File: config.mk
export PLATFORM = sky130hd
export DESIGN_NAME = client_notify_retry_scheduler_top
export DESIGN_NICKNAME = d
export VERILOG_FILES = /design/src/rtl/core/cnrs_pkg.sv /design/src/rtl/core/cnrs_ctrl.sv /design/src/rtl/core/cnrs_dp.sv /design/src/rtl/core/client_notify_retry_scheduler_top.sv
export SDC_FILE = /design/constraint.sdc
export NUM_CORES = 1
export LEC_CHECK = 0
export BUFFER_PORTS_ARGS = -buffer_cell sky130_fd_sc_hd__buf_4
export CAP_MARGIN = 5
export CORE_AREA = 5 5 280 282
export DETAILED_ROUTE_END_ITERATION = 12
export DIE_AREA = 0 0 285 287
export GPL_ROUTABILITY_DRIVEN = 0
export PLACE_DENSITY = 0.71
export SYNTH_ARGS = -nofsm -noshare
export SYNTH_HDL_FRONTEND = slang
export SYNTH_SLANG_ARGS = --single-unit
File: constraint.sdc
create_clock -name clk_i -period 16.9 [get_ports clk_i]
set_input_delay 3.38 -clock clk_i [delete_from_list [all_inputs] [get_ports clk_i]]
set_output_delay 3.38 -clock clk_i [all_outputs]
set_load 0.01 [all_outputs]
File: src/rtl/core/cnrs_pkg.sv
// ----------------------------------------------------------------------------
// cnrs_pkg
// Types, codes and constants shared by the client notify retry scheduler.
// ----------------------------------------------------------------------------
package cnrs_pkg;

  localparam int unsigned MaxClientsDefault = 16;
  localparam int unsigned CfgIdxW = 2;
  localparam int unsigned CfgDataW = 16;

  localparam logic [15:0] TimeoutReset = 16'd100;
  localparam logic [15:0] PauseReset = 16'd200;
  localparam logic [15:0] PeriodReset = 16'd400;
  localparam logic [7:0] AddrEmpty = 8'hff;

  localparam logic [CfgIdxW-1:0] RegTimeout = 2'd0;
  localparam logic [CfgIdxW-1:0] RegPause = 2'd1;
  localparam logic [CfgIdxW-1:0] RegPeriod = 2'd2;

  typedef enum logic [1:0] {
    CMD_POLL = 2'd0,
    CMD_CONFIRM = 2'd1,
    CMD_LOAD = 2'd2,
    CMD_NONE = 2'd3
  } cmd_e;

  typedef enum logic [1:0] {
    PH_SEND = 2'd0,
    PH_WAIT = 2'd1,
    PH_OK = 2'd2,
    PH_DONE = 2'd3
  } phase_e;

  typedef enum logic [3:0] {
    ST_IDLE,
    ST_CHECK,
    ST_CLEAR,
    ST_GATE,
    ST_SERVE,
    ST_SEARCH,
    ST_CONFIRM,
    ST_LOAD,
    ST_DONE
  } state_e;

  typedef struct packed {
    cmd_e        cmd;
    logic [15:0] now_ms;
    logic        snapshot_differs;
    logic        send_ready;
    logic [7:0]  sender_address;
    logic        payload_matches;
    logic [3:0]  slot;
    logic [7:0]  client_address;
    logic [7:0]  max_retries;
  } in_t;

  typedef struct packed {
    logic       send_request;
    logic [7:0] dest_address;
    logic       change_checked;
    logic       round_active;
  } out_t;

  typedef struct packed {
    logic latch_in;
    logic set_checked;
    logic start_round;
    logic idx_zero;
    logic idx_cursor;
    logic idx_search_start;
    logic idx_next;
    logic clear_entry;
    logic pause_clear;
    logic send_entry;
    logic retry_entry;
    logic done_entry;
    logic search_hit;
    logic round_end;
    logic confirm_entry;
    logic load_entry;
    logic out_load;
  } cmd_t;

  typedef struct packed {
    cmd_e   cmd;
    logic   any_valid;
    logic   check_due;
    logic   differs;
    logic   active;
    logic   pause_wait;
    logic   entry_valid;
    phase_e entry_phase;
    logic   send_ready;
    logic   timeout_due;
    logic   retry_avail;
    logic   addr_match;
    logic   payload_matches;
    logic   idx_last;
    logic   k_last;
    logic   slot_ok;
    logic   out_free;
  } status_t;

endpackage

File: src/rtl/core/cnrs_ctrl.sv
// ----------------------------------------------------------------------------
// cnrs_ctrl
// Sequencer that walks one transaction through the scheduler datapath.
// ----------------------------------------------------------------------------
module cnrs_ctrl import cnrs_pkg::*; (
  input  logic    clk_i,
  input  logic    rst_ni,
  input  logic    in_valid_i,
  output logic    in_stall_o,
  input  status_t st_i,
  output cmd_t    cmd_o
);

  state_e state_q, state_d;

  always_ff @(posedge clk_i or negedge rst_ni) begin
    if (!rst_ni) begin
      state_q <= ST_IDLE;
    end else begin
      state_q <= state_d;
    end
  end

  always_comb begin
    state_d = state_q;
    cmd_o = '0;
    in_stall_o = (state_q != ST_IDLE);
    case (state_q)
      ST_IDLE: begin
        if (in_valid_i) begin
          cmd_o.latch_in = 1'b1;
          state_d = ST_CHECK;
        end
      end
      ST_CHECK: begin
        case (st_i.cmd)
          CMD_POLL: begin
            if (!st_i.any_valid) begin
              state_d = ST_DONE;
            end else if (st_i.check_due) begin
              cmd_o.set_checked = 1'b1;
              if (st_i.differs) begin
                cmd_o.start_round = 1'b1;
                cmd_o.idx_zero = 1'b1;
                state_d = ST_CLEAR;
              end else begin
                state_d = ST_GATE;
              end
            end else begin
              state_d = ST_GATE;
            end
          end
          CMD_CONFIRM: begin
            cmd_o.idx_zero = 1'b1;
            state_d = ST_CONFIRM;
          end
          CMD_LOAD: state_d = ST_LOAD;
          default: state_d = ST_DONE;
        endcase
      end
      ST_CLEAR: begin
        cmd_o.clear_entry = 1'b1;
        if (st_i.idx_last) begin
          state_d = ST_GATE;
        end else begin
          cmd_o.idx_next = 1'b1;
        end
      end
      ST_GATE: begin
        if (!st_i.active || st_i.pause_wait) begin
          state_d = ST_DONE;
        end else begin
          cmd_o.pause_clear = 1'b1;
          cmd_o.idx_cursor = 1'b1;
          state_d = ST_SERVE;
        end
      end
      ST_SERVE: begin
        cmd_o.idx_search_start = 1'b1;
        state_d = ST_SEARCH;
        if (st_i.entry_valid) begin
          case (st_i.entry_phase)
            PH_SEND: begin
              if (st_i.send_ready) begin
                cmd_o.send_entry = 1'b1;
              end else begin
                cmd_o.idx_search_start = 1'b0;
                state_d = ST_DONE;
              end
            end
            PH_WAIT: begin
              if (st_i.timeout_due) begin
                if (st_i.retry_avail) begin
                  cmd_o.retry_entry = 1'b1;
                  cmd_o.idx_search_start = 1'b0;
                  state_d = ST_DONE;
                end else begin
                  cmd_o.done_entry = 1'b1;
                end
              end
            end
            default: ;
          endcase
        end
      end
      ST_SEARCH: begin
        if (st_i.entry_valid &&
            (st_i.entry_phase == PH_SEND || st_i.entry_phase == PH_WAIT)) begin
          cmd_o.search_hit = 1'b1;
          state_d = ST_DONE;
        end else if (st_i.k_last) begin
          cmd_o.round_end = 1'b1;
          state_d = ST_DONE;
        end else begin
          cmd_o.idx_next = 1'b1;
        end
      end
      ST_CONFIRM: begin
        if (st_i.entry_valid && st_i.addr_match && st_i.entry_phase == PH_WAIT) begin
          cmd_o.confirm_entry = st_i.payload_matches;
          state_d = ST_DONE;
        end else if (st_i.idx_last) begin
          state_d = ST_DONE;
        end else begin
          cmd_o.idx_next = 1'b1;
        end
      end
      ST_LOAD: begin
        cmd_o.load_entry = st_i.slot_ok;
        state_d = ST_DONE;
      end
      ST_DONE: begin
        if (st_i.out_free) begin
          cmd_o.out_load = 1'b1;
          state_d = ST_IDLE;
        end
      end
      default: state_d = ST_IDLE;
    endcase
  end

endmodule

File: src/rtl/core/cnrs_dp.sv
// ----------------------------------------------------------------------------
// cnrs_dp
// Client table, timers, round state and result register of the scheduler.
// ----------------------------------------------------------------------------
module cnrs_dp import cnrs_pkg::*; #(
  parameter int unsigned MaxClients = MaxClientsDefault
) (
  input  logic                clk_i,
  input  logic                rst_ni,
  input  logic                cfg_we_i,
  input  logic [CfgIdxW-1:0]  cfg_index_i,
  input  logic [CfgDataW-1:0] cfg_data_i,
  input  in_t                 in_i,
  output logic                out_valid_o,
  input  logic                out_stall_i,
  output out_t                out_o,
  input  cmd_t                cmd_i,
  output status_t             st_o
);

  localparam int unsigned IdxW = (MaxClients > 1) ? $clog2(MaxClients) : 1;
  localparam int unsigned KW = $clog2(MaxClients + 1);
  localparam logic [IdxW-1:0] IdxLast = IdxW'(MaxClients - 1);
  localparam logic [KW-1:0] KLast = KW'(MaxClients);

  logic [15:0] timeout_q, pause_ms_q, period_q;
  in_t         in_q;
  logic [IdxW-1:0] idx_q, cursor_q;
  logic [KW-1:0]   k_q;
  logic        active_q, pause_q;
  logic [15:0] ctt_q, pst_q;
  logic        send_q, checked_q;
  logic [7:0]  dest_q;
  logic        out_valid_q;
  out_t        out_q;

  logic        valid_q [MaxClients];
  logic [7:0]  addr_q [MaxClients];
  logic [7:0]  limit_q [MaxClients];
  logic [7:0]  count_q [MaxClients];
  phase_e      phase_q [MaxClients];
  logic [15:0] sent_q [MaxClients];

  logic            any_valid;
  logic [IdxW-1:0] first_idx;
  logic [IdxW-1:0] idx_inc, cursor_inc;
  logic [6:0]      slot_ext;
  logic [IdxW-1:0] slot_idx;
  logic [15:0]     chk_el, pause_el, sent_el;

  always_comb begin
    any_valid = 1'b0;
    first_idx = '0;
    for (int i = MaxClients - 1; i >= 0; i--) begin
      if (valid_q[i]) begin
        any_valid = 1'b1;
        first_idx = IdxW'(i);
      end
    end
  end

  assign idx_inc = (idx_q == IdxLast) ? '0 : idx_q + 1'b1;
  assign cursor_inc = (cursor_q == IdxLast) ? '0 : cursor_q + 1'b1;
  assign slot_ext = {3'b000, in_q.slot};
  assign slot_idx = IdxW'(slot_ext);
  assign chk_el = in_q.now_ms - ctt_q;
  assign pause_el = in_q.now_ms - pst_q;
  assign sent_el = in_q.now_ms - sent_q[idx_q];

  always_comb begin
    st_o.cmd = in_q.cmd;
    st_o.any_valid = any_valid;
    st_o.check_due = (chk_el >= period_q);
    st_o.differs = in_q.snapshot_differs;
    st_o.active = active_q;
    st_o.pause_wait = pause_q && (pause_el < pause_ms_q);
    st_o.entry_valid = valid_q[idx_q];
    st_o.entry_phase = phase_q[idx_q];
    st_o.send_ready = in_q.send_ready;
    st_o.timeout_due = (sent_el >= timeout_q);
    st_o.retry_avail = (count_q[idx_q] < limit_q[idx_q]);
    st_o.addr_match = (addr_q[idx_q] == in_q.sender_address);
    st_o.payload_matches = in_q.payload_matches;
    st_o.idx_last = (idx_q == IdxLast);
    st_o.k_last = (k_q == KLast);
    st_o.slot_ok = (slot_ext < 7'(MaxClients));
    st_o.out_free = !out_valid_q || !out_stall_i;
  end

  always_ff @(posedge clk_i or negedge rst_ni) begin
    if (!rst_ni) begin
      timeout_q <= TimeoutReset;
      pause_ms_q <= PauseReset;
      period_q <= PeriodReset;
      active_q <= 1'b0;
      pause_q <= 1'b0;
      ctt_q <= '0;
      pst_q <= '0;
      cursor_q <= '0;
      out_valid_q <= 1'b0;
      for (int i = 0; i < MaxClients; i++) begin
        valid_q[i] <= 1'b0;
      end
    end else begin
      if (cfg_we_i) begin
        case (cfg_index_i)
          RegTimeout: timeout_q <= cfg_data_i;
          RegPause: pause_ms_q <= cfg_data_i;
          RegPeriod: period_q <= cfg_data_i;
          default: ;
        endcase
      end
      if (cmd_i.set_checked) begin
        ctt_q <= in_q.now_ms;
      end
      if (cmd_i.start_round) begin
        active_q <= 1'b1;
        cursor_q <= first_idx;
        pause_q <= 1'b0;
      end
      if (cmd_i.pause_clear) begin
        pause_q <= 1'b0;
      end
      if (cmd_i.search_hit) begin
        cursor_q <= idx_q;
        if (idx_q <= cursor_q) begin
          pause_q <= 1'b1;
          pst_q <= in_q.now_ms;
        end
      end
      if (cmd_i.round_end) begin
        active_q <= 1'b0;
      end
      if (cmd_i.load_entry) begin
        valid_q[slot_idx] <= (in_q.client_address != AddrEmpty);
        active_q <= 1'b0;
        pause_q <= 1'b0;
      end
      if (cmd_i.out_load) begin
        out_valid_q <= 1'b1;
      end else if (!out_stall_i) begin
        out_valid_q <= 1'b0;
      end
    end
  end

  always_ff @(posedge clk_i) begin
    if (cmd_i.latch_in) begin
      in_q <= in_i;
      send_q <= 1'b0;
      dest_q <= '0;
      checked_q <= 1'b0;
    end
    if (cmd_i.set_checked) begin
      checked_q <= 1'b1;
    end
    if (cmd_i.idx_zero) begin
      idx_q <= '0;
    end else if (cmd_i.idx_cursor) begin
      idx_q <= cursor_q;
    end else if (cmd_i.idx_search_start) begin
      idx_q <= cursor_inc;
      k_q <= KW'(1);
    end else if (cmd_i.idx_next) begin
      idx_q <= idx_inc;
      k_q <= k_q + 1'b1;
    end
    if (cmd_i.clear_entry) begin
      phase_q[idx_q] <= PH_SEND;
      count_q[idx_q] <= '0;
    end
    if (cmd_i.send_entry) begin
      phase_q[idx_q] <= PH_WAIT;
      sent_q[idx_q] <= in_q.now_ms;
      send_q <= 1'b1;
      dest_q <= addr_q[idx_q];
    end
    if (cmd_i.retry_entry) begin
      phase_q[idx_q] <= PH_SEND;
      count_q[idx_q] <= count_q[idx_q] + 1'b1;
    end
    if (cmd_i.done_entry) begin
      phase_q[idx_q] <= PH_DONE;
    end
    if (cmd_i.confirm_entry) begin
      phase_q[idx_q] <= PH_OK;
    end
    if (cmd_i.load_entry) begin
      phase_q[slot_idx] <= PH_SEND;
      count_q[slot_idx] <= '0;
      if (in_q.client_address != AddrEmpty) begin
        addr_q[slot_idx] <= in_q.client_address;
        limit_q[slot_idx] <= in_q.max_retries;
      end
    end
    if (cmd_i.out_load) begin
      out_q.send_request <= send_q;
      out_q.dest_address <= dest_q;
      out_q.change_checked <= checked_q;
      out_q.round_active <= active_q;
    end
  end

  assign out_valid_o = out_valid_q;
  assign out_o = out_q;

endmodule

File: src/rtl/core/client_notify_retry_scheduler_top.sv
// ----------------------------------------------------------------------------
// client_notify_retry_scheduler_top
// Round-robin change notification of bus clients with confirmation retries.
// ----------------------------------------------------------------------------
// Input channel in_valid_i/in_stall_o carries one command per transaction:
// poll (time, change flag, transmitter ready), confirmation, or table load.
// Output channel out_valid_o/out_stall_i returns exactly one result per
// command. cfg_we_i writes response timeout, round pause or change period.
// A confirmation scans the table. On a poll, one sweep clears the table
// when a round starts, and a second sweep over the table finds the next
// pending client after the cursor moves.
// One command is processed at a time; the next is taken once the current
// result sits in the output register, so an output stall holds at most
// one finished result while the next command is accepted.
// Reset empties the table, stops any round and loads the default timings.
// ----------------------------------------------------------------------------
module client_notify_retry_scheduler_top import cnrs_pkg::*; #(
  parameter int unsigned MaxClients = MaxClientsDefault
) (
  input  logic                clk_i,
  input  logic                rst_ni,
  input  logic                cfg_we_i,
  input  logic [CfgIdxW-1:0]  cfg_index_i,
  input  logic [CfgDataW-1:0] cfg_data_i,
  input  logic                in_valid_i,
  output logic                in_stall_o,
  input  in_t                 in_i,
  output logic                out_valid_o,
  input  logic                out_stall_i,
  output out_t                out_o
);

  cmd_t    cmd;
  status_t st;

  cnrs_ctrl u_ctrl (
    .clk_i      (clk_i),
    .rst_ni     (rst_ni),
    .in_valid_i (in_valid_i),
    .in_stall_o (in_stall_o),
    .st_i       (st),
    .cmd_o      (cmd)
  );

  cnrs_dp #(
    .MaxClients (MaxClients)
  ) u_dp (
    .clk_i       (clk_i),
    .rst_ni      (rst_ni),
    .cfg_we_i    (cfg_we_i),
    .cfg_index_i (cfg_index_i),
    .cfg_data_i  (cfg_data_i),
    .in_i        (in_i),
    .out_valid_o (out_valid_o),
    .out_stall_i (out_stall_i),
    .out_o       (out_o),
    .cmd_i       (cmd),
    .st_o        (st)
  );

endmodule
==> flow_metrics.env, run 1 <==
export IMPL_status="finished clean"
export IMPL_post_detailed_placement_half_perimeter_wirelength_mm=54.2
export IMPL_critical_path_max_fanout=75
export IMPL_async_flop_share_pct=12.4
export IMPL_clkSlewWorstSetupHoldPaths_ns=0.06
export IMPL_internal_reg_to_reg_setup_slack_ns=8.94
export IMPL_grt_antenna_before_repair=0
export IMPL_coreArea_mm2=0.0754
export IMPL_tcrit_tclk_final_pct=47.1
export IMPL_cp_data_arrival_time_ns=8.19
export IMPL_slew_violations=0
export IMPL_finalSetupViolCount=0
export IMPL_maxClockFrequency_mhz=126
export IMPL_place_worst_setup_slack_ns=9.09
export IMPL_cts_sinks=862
export IMPL_route_detailed_vias_per_inst=5.99
export IMPL_critPathRequiredTime_ns=17.13
export IMPL_p_per_area_mw_per_mm2=164
export IMPL_number_of_hold_buffers_added_after_cts=0
export IMPL_r2r_cells=22
export IMPL_place_inst=3273
export IMPL_area_growth_synth_to_final_pct=13.5
export IMPL_p_comb_share_pct=32.4
export IMPL_postRouteAntennaNets=0
export IMPL_switch_share_pct=32.4
export IMPL_final_nets=2576
export IMPL_synth_flop_cell="edfxtp_1"
export IMPL_criticalPathCategory="reg2reg"
export IMPL_timing_final_crit_period_ns=7.96
export IMPL_cell_internal_pwr_mw=4.71
export IMPL_grt_util_met2_pct=36.2
export IMPL_ctsLongestPathBuffers=3
export IMPL_maxCapViolations=0
export IMPL_totalPowerFinal_mw=6.96
export IMPL_post_synth_cell_area_avg_um2=16.8
export IMPL_start_util_pct=49.6
export IMPL_rsz0062_at_grt="false"
export IMPL_post_cts_setup_buffer_count=0
export IMPL_setup_worst_path_end_class="flip-flop"
export IMPL_chipHeight_um=287
export IMPL_worst_hold_path_type="reg2reg"
export IMPL_finalWorstSetupSlack_ns=8.94
export IMPL_tightest_slew_ns=1.28
export IMPL_ir_drop_v=0.000104
export IMPL_worst_flop_to_flop_path_endpoint="u_dp.count_q[1][4]"
export IMPL_synthesis_yosys_warnings=0
export IMPL_drive_gt1_share_pct=23.3
export IMPL_syn_area_mm2=0.0374
export IMPL_globalRouteMet3Util_pct=2.82
export IMPL_layout_commonest_cell="edfxtp_1"
export IMPL_rows=101
export IMPL_switching_power_mw=2.26
export IMPL_grt_overflow=0
export IMPL_design_portCount=85
export IMPL_floorplan_die_width_um=285
export IMPL_sequentialPowerShare_pct=38.7
export IMPL_cts_htree_levels=3
export IMPL_wire_per_inst_um=25.2
export IMPL_slew_headroom_pct=14.5
export IMPL_grt_use_total_pct=21.3
export IMPL_globalRoute_busiestLayer="met2"
export IMPL_final_setup_tns_ns=0
export IMPL_cells_after_synthesis=2229
export IMPL_dieArea_mm2=0.0818
export IMPL_remaining_drc_errors=0
export IMPL_detailedRoute_firstPassIterationCount=7
export IMPL_maximum_number_of_pins_on_one_net_before_global_route_repair=76
export IMPL_critical_path_endpoint="u_dp.count_q[1][4]"
export IMPL_clk_insertion_delay_late_ns=0.67
export IMPL_part_of_the_yosys_area_used_for_sequential_elements_pct=67.5
export IMPL_worst_hold_slack_ns=0.425
export IMPL_tritoncts_num_buffers=89
export IMPL_detailed_router_s_first_iteration_violation_count=2114
export IMPL_vias_in_the_first_global_route=21200
export IMPL_diodes=0
export IMPL_p_leak_nw=15.3
export IMPL_route_final_wire_length_mm=86.7
export IMPL_grt_util_met1_pct=29.2
export IMPL_cts_root_buf="clkbuf_16"
export IMPL_distinct_cell_type_count_after_synthesis=89
export IMPL_vias=20600
export IMPL_clock_skew_ns=0.0661
export IMPL_cts_tree="yes"
export IMPL_synth_nets=2419
export IMPL_timing_hold_violations_final=0
export IMPL_instances_no_fill=3439
export IMPL_worstSetupStartpointType="flip-flop"
export IMPL_cts_repair_resize_count=0
export IMPL_grt_first_pass_wirelength_mm=132
export IMPL_buffer_ports_inserted=84
export IMPL_synth_edff_count=745
export IMPL_layout_common_cells="edfxtp_1 (745), mux4_2 (191), buf_4 (143), inv_1 (139), nor2_1 (116)"
export IMPL_power_share_clock_pct=29.0
export IMPL_postSynthRegisterBits=862
final cells by class:
cell class                 instances  area (um^2)
clock buffer                     105         2290
clock inverter                    61          772
inverter                         142          533
timing repair buffer             143         1070
fill                            5628        33000
sequential                       862        25300
multi-input combinational       1148        11300
tap                              978         1220
worst min-delay path by stage:
stage,cells after the start,slack [ns],end,startpoint
after floorplan,0,0.40,u_dp.out_o[2],u_dp.dest_q[0]
after global placement,0,0.40,u_dp.out_o[2],u_dp.dest_q[0]
after detailed placement,0,0.41,u_dp.out_o[6],u_dp.dest_q[4]
after CTS,0,0.42,u_dp.out_o[7],u_dp.dest_q[5]
after global routing,0,0.42,u_dp.out_o[7],u_dp.dest_q[5]
final,0,0.42,u_dp.out_o[7],u_dp.dest_q[5]
Yosys cell counts, types with 11 or more instances:
master | number | area share, %
mux2i_1 | 27 | 0.72
o211ai_1 | 12 | 0.24
a21oi_1 | 59 | 0.79
a21o_1 | 19 | 0.38
and3_1 | 21 | 0.35
mux4_2 | 191 | 12
a211oi_1 | 11 | 0.22
nor2b_1 | 20 | 0.33
nor3_1 | 32 | 0.43
o21ai_0 | 83 | 1.1
clkbuf_1 | 40 | 0.40
xor2_1 | 22 | 0.52
nand3_1 | 30 | 0.40
xnor2_1 | 34 | 0.80
dfrtp_1 | 98 | 6.6
buf_2 | 20 | 0.27
inv_1 | 140 | 1.4
edfxtp_1 | 745 | 60
nand2_1 | 100 | 1.0
mux2_2 | 53 | 1.6
ha_1 | 115 | 3.8
or3_1 | 13 | 0.22
nor2_1 | 124 | 1.2
nand2b_1 | 21 | 0.35
per-layer routing:
| metal | share of wire, % | wire, um |
|---|---|---|
| met1 | 41 | 35900 |
| met2 | 50 | 43500 |
| met3 | 5.8 | 5070 |
| met4 | 2.6 | 2290 |
| met5 | 0 | 0 |
logic make-up (layout without fill, tap and decap cells):
logic type,after synthesis,in the layout,share of synthesized area (%)
DFF,862,862,67.5
xor gates and xnor gates,56,56,1.31
adders and majority gates,118,118,4.01
muxes,283,283,14.4
buffers and inverters,219,451,2.47
and+or+nand+nor,418,418,5.45
AOI/OAI and AO/OA,273,273,4.85
critical path, stage by stage (launching register included):
cell,delay (ns)
dfxtp_4,0.33
buf_4,0.62
buf_4,0.92
mux4_2,0.44
mux4_2,0.48
inv_1,0.11
ha_1,0.23
nor2b_1,0.13
o21ai_0,0.22
a21oi_1,0.13
o21a_1,0.20
o21a_1,0.18
nor2_1,0.17
o2111ai_1,0.23
o21a_1,0.26
xor2_1,0.14
ha_1,0.29
a21o_1,0.11
a211o_1,0.13
o22ai_1,0.10
a211o_1,0.37
or3_1,0.57
nor2_1,1.03
state kept, by name (all words and copies together), names as in the netlist, 32 cells and up, named ones only:
signal	flops
u_dp.count_q	128
u_dp.sent_q	256
u_dp.in_q	40
u_dp.limit_q	128
u_dp.addr_q	128
u_dp.phase_q	32
power by group through the flow:
stage               clock [mW]  sequential, mW  combinational [mW]
finish                    2.02            2.69                2.25
global route              2.15            2.72                2.48
CTS                       2.05            2.69                2.26
detailed placement           0            2.74                2.24
global placement             0            2.73                2.19
floorplan                    0            2.63                1.75
stage by stage:
step	area, um^2	util [%]
6_report	42500	56.3
3_3_place_gp	39400	52.2
3_5_place_dp	39400	52.2
5_1_grt	42500	56.3
2_1_floorplan	37400	-
4_1_cts	42500	56.3
(Power assumes the default switching activity.)
==> inputs of run 2 (changes only) <==
==> constraint.sdc (replaced) <==
create_clock -name clk_i -period 8.3 [get_ports clk_i]
set_input_delay 1.66 -clock clk_i [delete_from_list [all_inputs] [get_ports clk_i]]
set_output_delay 1.66 -clock clk_i [all_outputs]
set_load 0.01 [all_outputs]
==> run 2 against run 1 <==
  * Non-clock buffer count rose by 4
  * Power rose by 100%
  * Combinational power rose by 100%
  * Clock power rose by 110%
  * Wire length fell by 0.20%
  * Register-to-register slack got worse by 7.8 ns
  * Highest routed layer unchanged
==> flow_metrics.env, run 2 (synthesis results as in run 1) <==
export IMPL_post_cts_setup_buffer_count=0
export IMPL_grt_use_total_pct=21.2
export IMPL_p_leak_nw=15.4
export IMPL_worst_hold_slack_ns=0.430
export IMPL_setup_worst_path_end_class="flip-flop"
export IMPL_clkSlewWorstSetupHoldPaths_ns=0.06
export IMPL_tritoncts_num_buffers=90
export IMPL_detailed_router_s_first_iteration_violation_count=2110
export IMPL_critPathRequiredTime_ns=8.54
export IMPL_drive_gt1_share_pct=23.5
export IMPL_cp_data_arrival_time_ns=7.38
export IMPL_finalSetupViolCount=0
export IMPL_cts_repair_resize_count=0
export IMPL_layout_common_cells="edfxtp_1 (745), mux4_2 (191), buf_4 (147), inv_1 (139), nor2_1 (116)"
export IMPL_largest_register_ff_count=256
export IMPL_fin_util_pct=56.4
export IMPL_diodes=0
export IMPL_start_util_pct=49.6
export IMPL_route_final_wire_length_mm=86.6
export IMPL_internal_reg_to_reg_setup_slack_ns=1.16
export IMPL_hold_path_end="u_dp.out_o[7]"
export IMPL_maximum_number_of_pins_on_one_net_before_global_route_repair=83
export IMPL_worst_path_most_repeated_cell="o21a_1"
export IMPL_multi_input_comb_area_mm2=0.0113
export IMPL_grt_antenna_before_repair=0
export IMPL_worstPathBufferInverterCount=2
export IMPL_crit_chain="buf_4 -> mux4_2 -> mux4_2 -> inv_1 -> ha_1 -> nand2_1 -> a21oi_1 -> o21a_1 -> o21a_1 -> nor2_1 -> o2111ai_1 -> o21a_1 -> xor2_1 -> ha_1 -> a21o_1 -> a211o_1 -> o22ai_1 -> a211o_1 -> or3_1 -> nor2_1"
export IMPL_vias=20500
export IMPL_wire_per_inst_um=25.1
export IMPL_vias_in_the_first_global_route=21200
export IMPL_number_of_hold_buffers_added_after_cts=0
export IMPL_tcrit_tclk_final_pct=86.0
export IMPL_r2r_cells=20
export IMPL_ir_drop_v=0.000239
export IMPL_p_per_area_mw_per_mm2=335
export IMPL_register_area_mm2=0.0253
export IMPL_postRouteAntennaNets=0
export IMPL_worstSetupStartpointType="flip-flop"
export IMPL_critical_path_max_fanout=36
export IMPL_area_growth_synth_to_final_pct=13.8
export IMPL_grt_first_pass_wirelength_mm=132
export IMPL_coreArea_mm2=0.0754
export IMPL_rows=101
export IMPL_tightest_slew_ns=1.30
export IMPL_design_portCount=85
export IMPL_grt_overflow=0
export IMPL_worst_hold_path_type="reg2reg"
export IMPL_buffer_ports_inserted=84
export IMPL_register_with_the_most_flip_flops="u_dp.sent_q"
export IMPL_criticalPathCategory="reg2reg"
export IMPL_clock_skew_ns=0.0465
export IMPL_remaining_drc_errors=0
export IMPL_finalWorstSetupSlack_ns=1.16
export IMPL_ctsLongestPathBuffers=3
export IMPL_whs_path_depth=0
export IMPL_detailedRoute_firstPassIterationCount=5
export IMPL_maxClockFrequency_mhz=140
export IMPL_rsz0062_at_grt="false"
export IMPL_slowest_stage="nor2_1"
export IMPL_placed_cell_area_mm2=0.0394
export IMPL_status="finished clean"
export IMPL_clk_insertion_delay_late_ns=0.67
export IMPL_chipHeight_um=287
export IMPL_dieArea_mm2=0.0818
export IMPL_cts_sinks=862
export IMPL_final_setup_tns_ns=0
export IMPL_route_detailed_vias_per_inst=5.95
export IMPL_post_detailed_placement_half_perimeter_wirelength_mm=53.5
export IMPL_crit_path_max_incr_delay_ns=1.04
export IMPL_timing_final_crit_period_ns=7.14
export IMPL_timing_hold_violations_final=0
export IMPL_maxCapViolations=0
export IMPL_cts_tree="yes"
export IMPL_floorplan_die_width_um=285
export IMPL_cts_htree_levels=3
export IMPL_worst_flop_to_flop_path_endpoint="u_dp.count_q[12][7]"
export IMPL_fillCellCount=5651
export IMPL_place_worst_setup_slack_ns=1.23
export IMPL_critPathTopFamily="simple AND/OR/NAND/NOR gates"
export IMPL_final_nets=2581
export IMPL_min_from="u_dp.dest_q[5]"
export IMPL_cts_root_buf="clkbuf_16"
export IMPL_layout_commonest_cell="edfxtp_1"
export IMPL_postLayoutCellArea_mm2=0.0426
export IMPL_slew_headroom_pct=13.0
export IMPL_slew_violations=0
## run 2: cell types whose count changed in the layout (fill, tap and decap cells not counted), sizes merged
cell and delta:
buf +4, inv +1, clkinvlp -1, clkinv +4, clkbuf -5, bufinv +3
## run 2: worst max path at each step
stage	from	endpoint	slack, ns	depth (start not counted)
floorplan	flip-flop	u_dp.count_q[10][0]	1.46	28
global placement	flip-flop	u_dp.count_q[0][2]	1.43	20
detailed placement	flip-flop	u_dp.count_q[13][7]	1.23	19
CTS	flip-flop	u_dp.count_q[12][7]	1.16	19
global route	flip-flop	u_dp.count_q[2][7]	0.59	19
finish	flip-flop	u_dp.count_q[12][7]	1.16	20
## run 2: final cells by class
cell class                 count  area share (%)
multi-input combinational   1148            26.5
clock inverter                68            2.02
tap                          978            2.87
inverter                     142            1.25
clock buffer                 100            5.38
sequential                   862            59.4
timing repair buffer         147            2.59
## run 2: per-stage QoR
step	instances	total power, mW
floorplan	2229	8.93
global placement	3277	9.99
detailed placement	3277	10.1
CTS	3445	14.4
global route	3445	15.1
finish	3445	14.3
## run 2: layer usage
metal | track usage [%] | part of all wire, % | vias to the layer above
li1 | - | - | 9046
met1 | 28.9 | 42 | 10600
met2 | 35.9 | 50 | 717
met3 | 3.05 | 5.8 | 144
met5 | 0 | 0 | -
met4 | 6.76 | 2.8 | 0
## run 2: report_power, final
group / switching, mW / leakage [nW] / internal (mW) / total, mW
logic: 2.42 / 5.41 / 2.10 / 4.52
registers: 0.442 / 8.48 / 5.10 / 5.54
clock network: 1.73 / 1.51 / 2.49 / 4.22
